[config.mk]
export PLATFORM = sky130hd
export DESIGN_NAME = lbrp_ctrl
export DESIGN_NICKNAME = d
export VERILOG_FILES = /design/src/rtl/lbrp_pkg.sv /design/src/rtl/lbrp_ctrl.sv
export SDC_FILE = /design/constraint.sdc
export NUM_CORES = 1
export LEC_CHECK = 0
export BUFFER_PORTS_ARGS = -buffer_cell sky130_fd_sc_hd__buf_2
export CAP_MARGIN = 5
export CORE_MARGIN = 2
export CORE_UTILIZATION = 42
export CTS_CLUSTER_DIAMETER = 40
export DETAILED_ROUTE_END_ITERATION = 12
export PLACE_DENSITY = 0.69
export SLEW_MARGIN = 5
export SYNTH_ARGS = -nofsm -noshare
export SYNTH_HDL_FRONTEND = slang
export SYNTH_SLANG_ARGS = --single-unit
[constraint.sdc]
create_clock -name clock -period 1.57 [get_ports clock]
set_input_delay 0.0785 -clock clock [delete_from_list [all_inputs] [get_ports clock]]
set_output_delay 0.0785 -clock clock [all_outputs]
set_load 0.05 [all_outputs]
[src/rtl/lbrp_pkg.sv]
`default_nettype none

package lbrp_pkg;

   // field and register widths
   localparam int COUNT_W   = 32;
   localparam int CAP_W     = 32;
   localparam int MAXW_W    = 7;
   localparam int LOAD_W    = 64;
   localparam int BEGIN_W   = 16;
   localparam int END_W     = 17;
   localparam int CSR_DATA_W = 32;
   localparam int CSR_IDX_W  = 1;

   // register indexes
   localparam logic [CSR_IDX_W-1:0] CSR_LOAD_CAP    = 1'b0;
   localparam logic [CSR_IDX_W-1:0] CSR_MAX_WINDOWS = 1'b1;

   // reset values
   localparam logic [CAP_W-1:0]  LOAD_CAP_RST    = '0;
   localparam logic [MAXW_W-1:0] MAX_WINDOWS_RST = 7'd1;

   // clustering weight 16 = shift by 4
   localparam int CLUSTER_SHIFT = 4;

   // divider: one quotient bit per step over the 64-bit remaining load
   localparam int DIV_STEPS = LOAD_W;
   localparam int DIV_CNT_W = $clog2(DIV_STEPS);

   // parameter defaults
   localparam int DEF_MAX_TERMS   = 65536;
   localparam int DEF_MAX_WINDOWS = 64;

   typedef struct packed {
      logic load;      // store one count, add its load
      logic start;     // latch set, clear accumulators
      logic win_init;  // set up next window
      logic div_step;  // one divider step
      logic rd_issue;  // read count at end pointer
      logic acc;       // add term load, advance end
      logic close;     // subtract window load from remaining
      logic emit;      // push window into output register
   } lbrp_cmd_type;

   typedef struct packed {
      logic dim_zero;   // no terms stored
      logic single;     // one window left: takes the rest
      logic div_done;   // last divider step
      logic walk_go;    // window still growing
      logic out_free;   // output register can take a window
      logic final_win;  // current window reaches the last term
   } lbrp_sts_type;

   function automatic logic [LOAD_W-1:0] term_load(input logic [COUNT_W-1:0] count,
                                                   input logic [CAP_W-1:0]   cap);
      logic [COUNT_W-1:0] capped;
      capped = (count < cap) ? count : cap;
      return LOAD_W'(count) + (LOAD_W'(capped) << CLUSTER_SHIFT);
   endfunction

endpackage

`default_nettype wire

[src/rtl/lbrp_ctrl.sv]
`default_nettype none

module lbrp_ctrl (
   input  wire logic                  clock,
   input  wire logic                  reset,
   input  wire logic                  req_valid,
   input  wire logic                  req_last,
   output logic                       req_ready,
   input  wire lbrp_pkg::lbrp_sts_type sts,
   output lbrp_pkg::lbrp_cmd_type      cmd
);
   import lbrp_pkg::*;

   typedef enum logic [6:0] {
      S_IDLE  = 7'b0000001,
      S_START = 7'b0000010,
      S_WIN   = 7'b0000100,
      S_DIV   = 7'b0001000,
      S_RD    = 7'b0010000,
      S_ACC   = 7'b0100000,
      S_EMIT  = 7'b1000000
   } state_type;

   state_type state_ff, state_in;

   always_comb begin
      state_in  = state_ff;
      cmd       = '0;
      req_ready = 1'b0;
      case (state_ff)
         S_IDLE: begin
            req_ready = 1'b1;
            if (req_valid) begin
               cmd.load = 1'b1;
               if (req_last) state_in = S_START;
            end
         end
         S_START: begin
            cmd.start = 1'b1;
            state_in  = sts.dim_zero ? S_IDLE : S_WIN;
         end
         S_WIN: begin
            cmd.win_init = 1'b1;
            state_in     = sts.single ? S_EMIT : S_DIV;
         end
         S_DIV: begin
            cmd.div_step = 1'b1;
            if (sts.div_done) state_in = S_RD;
         end
         S_RD: begin
            if (sts.walk_go) begin
               cmd.rd_issue = 1'b1;
               state_in     = S_ACC;
            end else begin
               cmd.close = 1'b1;
               state_in  = S_EMIT;
            end
         end
         S_ACC: begin
            cmd.acc  = 1'b1;
            state_in = S_RD;
         end
         S_EMIT: begin
            if (sts.out_free) begin
               cmd.emit = 1'b1;
               state_in = sts.final_win ? S_IDLE : S_WIN;
            end
         end
         default: state_in = S_IDLE;
      endcase
   end

   always_ff @(posedge clock) begin
      if (reset) state_ff <= S_IDLE;
      else       state_ff <= state_in;
   end

endmodule

`default_nettype wire

==> impl_metrics.env, run 1 <==
export IMPL_fillers=90
export IMPL_final_common_cell="buf_4"
export IMPL_ant_nets=0
export IMPL_finalSetupViolCount=6
export IMPL_die_h_um=40.1
export IMPL_yosys_register_bits=7
export IMPL_insertedDiodeCount=0
export IMPL_port_buffers=18
export IMPL_cp_data_required_time_ns=1.49
export IMPL_finClkSkew_ns=0.00287
export IMPL_ys_seq_area_share_pct=25.6
export IMPL_combPwrFrac_pct=29.7
export IMPL_worst_path_max_fanout=5
export IMPL_synthesis_instances=70
export IMPL_p_int_w=0.000356
export IMPL_setup_slack_ns=-0.0983
export IMPL_dieArea_mm2=0.00161
export IMPL_cap_viol_max_count=0
export IMPL_grt_pass1_vias=549
export IMPL_cts_root_buf="clkbuf_4"
export IMPL_cts_buffer_depth=2
export IMPL_areaGrowthSynthToFinish_pct=67.4
export IMPL_pwr_density_cell_mw_per_mm2=570
export IMPL_cts_tree="built"
export IMPL_clockPowerShare_pct=34.7
export IMPL_power_w=0.000523
export IMPL_p_sw_share_pct=31.9
export IMPL_grt_overflow_total=0
export IMPL_hold_violations=0
export IMPL_grt_max_degree=9
export IMPL_seq_power_share_pct=35.5
export IMPL_cp_data_arrival_time_ns=1.59
export IMPL_dr_pass1_iters=4
export IMPL_gr_usage_all_layers_pct=25.7
export IMPL_worstSkewPairLatency_ns=0.26
export IMPL_wl_mm=1.86
export IMPL_synth_edff_count=0
export IMPL_fin_area_um2=917
export IMPL_path_clk_slew_ns=0.06
export IMPL_ys_warn_count=0
export IMPL_drive_gt1_share_pct=52.8
export IMPL_synth_area_per_cell_um2=7.83
export IMPL_dp_worst_setup_slack_ns=0.0455
export IMPL_dr_wl_met2_um=945
export IMPL_hp_class="in -> reg"
export IMPL_period_minus_slack_ns=1.67
export IMPL_crit_type="reg -> out"
export IMPL_gp_congestion=0.811
export IMPL_synthesis_area_um2=548
export IMPL_p_leak_nw=0.410
export IMPL_dr_wl_met3_um=94
export IMPL_highest_layer="met4"
export IMPL_period_share_pct=106
export IMPL_drv_slew=0
export IMPL_regArea_um2=145
export IMPL_tightestPinTransition_ns=0.346
export IMPL_routedWlPerCell_um=15.4
export IMPL_fin_nets=117
export IMPL_final_cell_mix="buf_4, buf_2, nor2_1, buf_6, clkbuf_4"
export IMPL_num_io_pins=19
export IMPL_placementRows=13
export IMPL_peakVddDrop_mv=0.278
export IMPL_start_util_pct=43.8
export IMPL_grt_setup_unrepaired="true"
export IMPL_largest_reg_flops=7
export IMPL_p_sw_w=0.000167
export IMPL_num_vias=671
export IMPL_ys_types=35
export IMPL_drc_errors=0
export IMPL_met1Wirelength_um=787
export IMPL_async_flop_share_pct=0
export IMPL_die_x_um=40.1
export IMPL_largest_register="state_ff"
export IMPL_place_area_um2=741
export IMPL_cts_max_level=1
export IMPL_cts_inserted_buffers=3
export IMPL_grt_pass1_wl_mm=2.59
export IMPL_fp_coreArea_mm2=0.00125
export IMPL_violations="negative setup slack"
export IMPL_clock_sinks=7
export IMPL_ys_flop_type="dfxtp_1"
export IMPL_max_freq_mhz=599
export IMPL_place_hpwl_mm=1.08
export IMPL_status="complete, but fails checks"
export IMPL_syn_nets=80
export IMPL_top_regs="state_ff: 7 flops"
export IMPL_drt_initial_drc_count=21
export IMPL_via_per_inst=5.55
export IMPL_cp_start_kind="flop"
export IMPL_antenna_found_initial=0
export IMPL_cp_end_kind="primary output"
export IMPL_maxSlewHeadroom_pct=76.6
export IMPL_multi_input_comb_area_um2=424
power groups by stage:
stage / Combinational [W] / Clock, W / Sequential, W
floorplan: 0.0000808 / 0 / 0.000188
global placement: 0.000118 / 0 / 0.000188
detailed placement: 0.000119 / 0 / 0.000188
CTS: 0.000139 / 0.000180 / 0.000186
global route: 0.000163 / 0.000205 / 0.000187
finish: 0.000156 / 0.000182 / 0.000186
metrics by stage:
step	hold slack (ns)	utilization, %	TNS (ns)	std cells
floorplan	0.154	-	0	70
global placement	0.274	59.1	0	110
detailed placement	0.277	59.1	0	110
CTS	0.0752	69.1	-0.250	119
global route	0.0691	73.2	-0.730	121
finish	0.0821	73.2	-0.372	121
metal layers:
metal  vias to the layer above  global-route usage (%)
li1                        326                       -
met2                        23                    39.5
met5                         -                       0
met1                       316                    31.4
met4                         0                    13.8
met3                         6                    8.33
critical path: stages, from the launching register on:
cell and delay (ns):
dfxtp_2 0.33, or3_4 0.42, nor3_4 0.19, nand2_1 0.13, nor2_4 0.10, buf_6 0.16
synthesized netlist by cell type, types with 2 or more instances:
| cell type | n | area (um2) |
|---|---|---|
| nor2b_1 | 4 | 25.0 |
| inv_1 | 3 | 11.3 |
| o21ai_0 | 2 | 10.0 |
| dfxtp_1 | 7 | 140 |
| xnor2_1 | 2 | 17.5 |
| nor3_2 | 2 | 20.0 |
| nor2_1 | 8 | 30.0 |
| nor3b_1 | 2 | 15.0 |
| nor3_1 | 3 | 15.0 |
| buf_2 | 4 | 20.0 |
| and3_1 | 2 | 12.5 |
| nand3_1 | 2 | 10.0 |
| a21oi_1 | 2 | 10.0 |
| and3b_1 | 2 | 17.5 |
| nand2_1 | 5 | 18.8 |
repair_timing:
action / 4_1_cts / 5_1_grt
endpoints found under the setup margin: 8 / 12
hold buffers: 1 / 0
endpoints found under the hold margin: 1 / 0
resized for setup: 17 / 15
pin swaps: 3 / 2
buffers inserted: 4 / 2
cells by family after synthesis:
family,after synthesis,share of synthesized area [%]
simple gates,39,44.3
compound gates,14,19.2
buf+inv,8,7.76
flops,7,25.6
xor+xnor,2,3.20
worst paths after layout:
check,cells past startpoint,slack [ns],start,end
worst min register to register,4,0.72,state_ff[0],state_ff[6]
worst max-delay path,5,-0.1,state_ff[0],cmd[1]
worst max register to register,5,-0.02,state_ff[0],state_ff[0]
worst min-delay path,3,0.08,req_last,state_ff[1]
final cells by class:
cell class,count,share of cell area (%)
sequential,7,15.8
tap,15,2.05
clock buffer,4,2.86
inverter,3,1.23
multi-input combinational,55,46.2
timing repair buffer,37,31.8
(Power assumes the default switching activity.)
==> run 2, diff against run 1 <==
--- a/config.mk
+++ b/config.mk
@@ -7,11 +7,11 @@
 export LEC_CHECK = 0
 export BUFFER_PORTS_ARGS = -buffer_cell sky130_fd_sc_hd__buf_2
 export CAP_MARGIN = 5
-export CORE_MARGIN = 2
-export CORE_UTILIZATION = 42
+export CORE_MARGIN = 4
+export CORE_UTILIZATION = 32
 export CTS_CLUSTER_DIAMETER = 40
 export DETAILED_ROUTE_END_ITERATION = 12
-export PLACE_DENSITY = 0.69
+export PLACE_DENSITY = 0.54
 export SLEW_MARGIN = 5
 export SYNTH_ARGS = -nofsm -noshare
 export SYNTH_HDL_FRONTEND = slang
==> run 2 against run 1 <==
The flow still finishes with violations (negative setup slack). Clock power fell by 13%. Final area shrank 6.1%. Count of clock-buffer cells in the layout unchanged. Sequential share of layout area up 0.89 points. Clock skew increased by 0.0012 ns. Critical path depth unchanged. Wire length is 17% lower. Die area increased by 52%. Sequential power about the same.
==> impl_metrics.env, run 2 (same netlist as run 1, synthesis figures left out) <==
export IMPL_crit_family="simple AND/OR/NAND/NOR gates"
export IMPL_num_vias=600
export IMPL_grt_pass1_wl_mm=2.57
export IMPL_power_w=0.000480
export IMPL_violations="negative setup slack"
export IMPL_pwr_density_cell_mw_per_mm2=558
export IMPL_finClkSkew_ns=0.00404
export IMPL_cts_root_buf="clkbuf_4"
export IMPL_path_clk_slew_ns=0.05
export IMPL_gr_usage_all_layers_pct=13.4
export IMPL_cts_inserted_buffers=3
export IMPL_die_x_um=49.4
export IMPL_cts_buffer_depth=2
export IMPL_cts_tree="built"
export IMPL_cp_end_kind="primary output"
export IMPL_fin_area_um2=861
export IMPL_fp_coreArea_mm2=0.00156
export IMPL_p_int_w=0.000345
export IMPL_drv_slew=0
export IMPL_hp_class="in -> reg"
export IMPL_worstSkewPairLatency_ns=0.25
export IMPL_dr_wl_met3_um=36
export IMPL_routedWlPerCell_um=13.4
export IMPL_final_cell_mix="buf_4, buf_2, nor2_1, buf_6"
export IMPL_port_buffers=18
export IMPL_die_h_um=49.4
export IMPL_cp_buffers_inverters=1
export IMPL_fin_nets=110
export IMPL_cp_cell_sequence="or3_4 > nor3_4 > nand2_1 > nor2_4 > buf_6"
export IMPL_wl_mm=1.54
export IMPL_placementRows=14
export IMPL_maxSlewHeadroom_pct=72.7
export IMPL_drc_errors=0
export IMPL_worstHoldStart="reset"
export IMPL_max_freq_mhz=615
export IMPL_dp_worst_setup_slack_ns=0.0855
export IMPL_cp_start_kind="flop"
export IMPL_seq_power_share_pct=38.5
export IMPL_via_per_inst=5.22
export IMPL_clock_sinks=7
export IMPL_dr_wl_met2_um=807
export IMPL_cp_data_required_time_ns=1.49
export IMPL_place_hpwl_mm=1.14
export IMPL_areaGrowthSynthToFinish_pct=57.1
export IMPL_cts_max_level=1
export IMPL_antenna_found_initial=0
export IMPL_final_common_cell="buf_4"
export IMPL_setup_slack_ns=-0.0558
export IMPL_place_area_um2=719
export IMPL_ant_nets=0
export IMPL_period_share_pct=104
export IMPL_dieArea_mm2=0.00244
export IMPL_tightestPinTransition_ns=0.404
export IMPL_worst_path_max_fanout=5
export IMPL_crit_cells=5
export IMPL_p_sw_w=0.000136
export IMPL_r2r_cells=5
export IMPL_dr_pass1_iters=4
export IMPL_drive_gt1_share_pct=49.5
export IMPL_met1Wirelength_um=682
export IMPL_gp_congestion=0.721
export IMPL_crit_path_start="state_ff[0]"
export IMPL_rr_startpoint="state_ff[0]"
export IMPL_slowest_stage="or3_4"
export IMPL_grt_max_degree=10
export IMPL_highest_layer="met4"
export IMPL_insertedDiodeCount=0
export IMPL_grt_pass1_vias=586
export IMPL_drt_initial_drc_count=9
export IMPL_largest_reg_flops=7
export IMPL_start_util_pct=35.2
export IMPL_cap_viol_max_count=0
export IMPL_status="complete, but fails checks"
export IMPL_grt_setup_unrepaired="true"
export IMPL_grt_overflow_total=0
export IMPL_min_path_cells=2
export IMPL_combPwrFrac_pct=28.5
export IMPL_clockPowerShare_pct=33.0
export IMPL_period_minus_slack_ns=1.63
export IMPL_cp_data_arrival_time_ns=1.55
export IMPL_p_leak_nw=0.377
export IMPL_num_io_pins=19
export IMPL_hold_violations=0
export IMPL_crit_type="reg -> out"
export IMPL_peakVddDrop_mv=0.461
export IMPL_crit_path_max_incr_delay_ns=0.42
export IMPL_top_regs="state_ff: 7 flops"
export IMPL_largest_register="state_ff"
export IMPL_p_sw_share_pct=28.2
export IMPL_finalSetupViolCount=4
## run 2: timing repair
| action | 4_1_cts | 5_1_grt |
|---|---|---|
| buffers inserted | 1 | 2 |
| hold buffers | 0 | 0 |
| pin swaps | 1 | 4 |
| resized for setup | 14 | 14 |
| endpoints found under the setup margin | 8 | 11 |
## run 2: final cells by class
cell class / instances / area (um2)
Inverter: 3 / 11.3
Fill cell: 148 / 698
Sequential cell: 7 / 144
Multi-Input combinational cell: 55 / 427
Clock buffer: 4 / 26.3
Timing Repair Buffer: 30 / 233
Tap cell: 16 / 20.0
## run 2: power groups by stage
stage,Sequential [W],Combinational [W],Clock (W)
4_1_cts,0.000184,0.000125,0.000169
5_1_grt,0.000185,0.000147,0.000176
3_3_place_gp,0.000187,0.000117,0
3_5_place_dp,0.000188,0.000118,0
2_1_floorplan,0.000188,0.0000808,0
6_report,0.000185,0.000137,0.000158
## run 2: worst paths after layout
check	end	slack (ns)
min	state_ff[1]	0.03
min reg2reg	state_ff[6]	0.56
max reg2reg	state_ff[0]	0.02
max	cmd[1]	-0.06
## run 2: layer usage
metal / up-vias / GRT usage [%]
met4: 0 / 5.53
li1: 315 / -
met1: 273 / 17.5
met5: - / 0
met3: 2 / 2.45
met2: 10 / 21.7
## run 2: worst reg2reg max path, stage by stage (launching register included)
cell     delay, ns
dfxtp_2       0.31
or3_4         0.42
or2_4         0.27
buf_6         0.12
o221a_1       0.25
o21ai_2       0.11
## run 2: metrics by stage
stage	hold slack (ns)	TNS [ns]	std cells	utilization, %
after global placement	0.279	0	108	46.1
after detailed placement	0.280	0	108	46.1
after CTS	0.0172	-0.176	113	51.7
final	0.0284	-0.201	115	55.2
after floorplan	0.154	0	70	-
after global routing	0.0207	-0.588	115	55.2
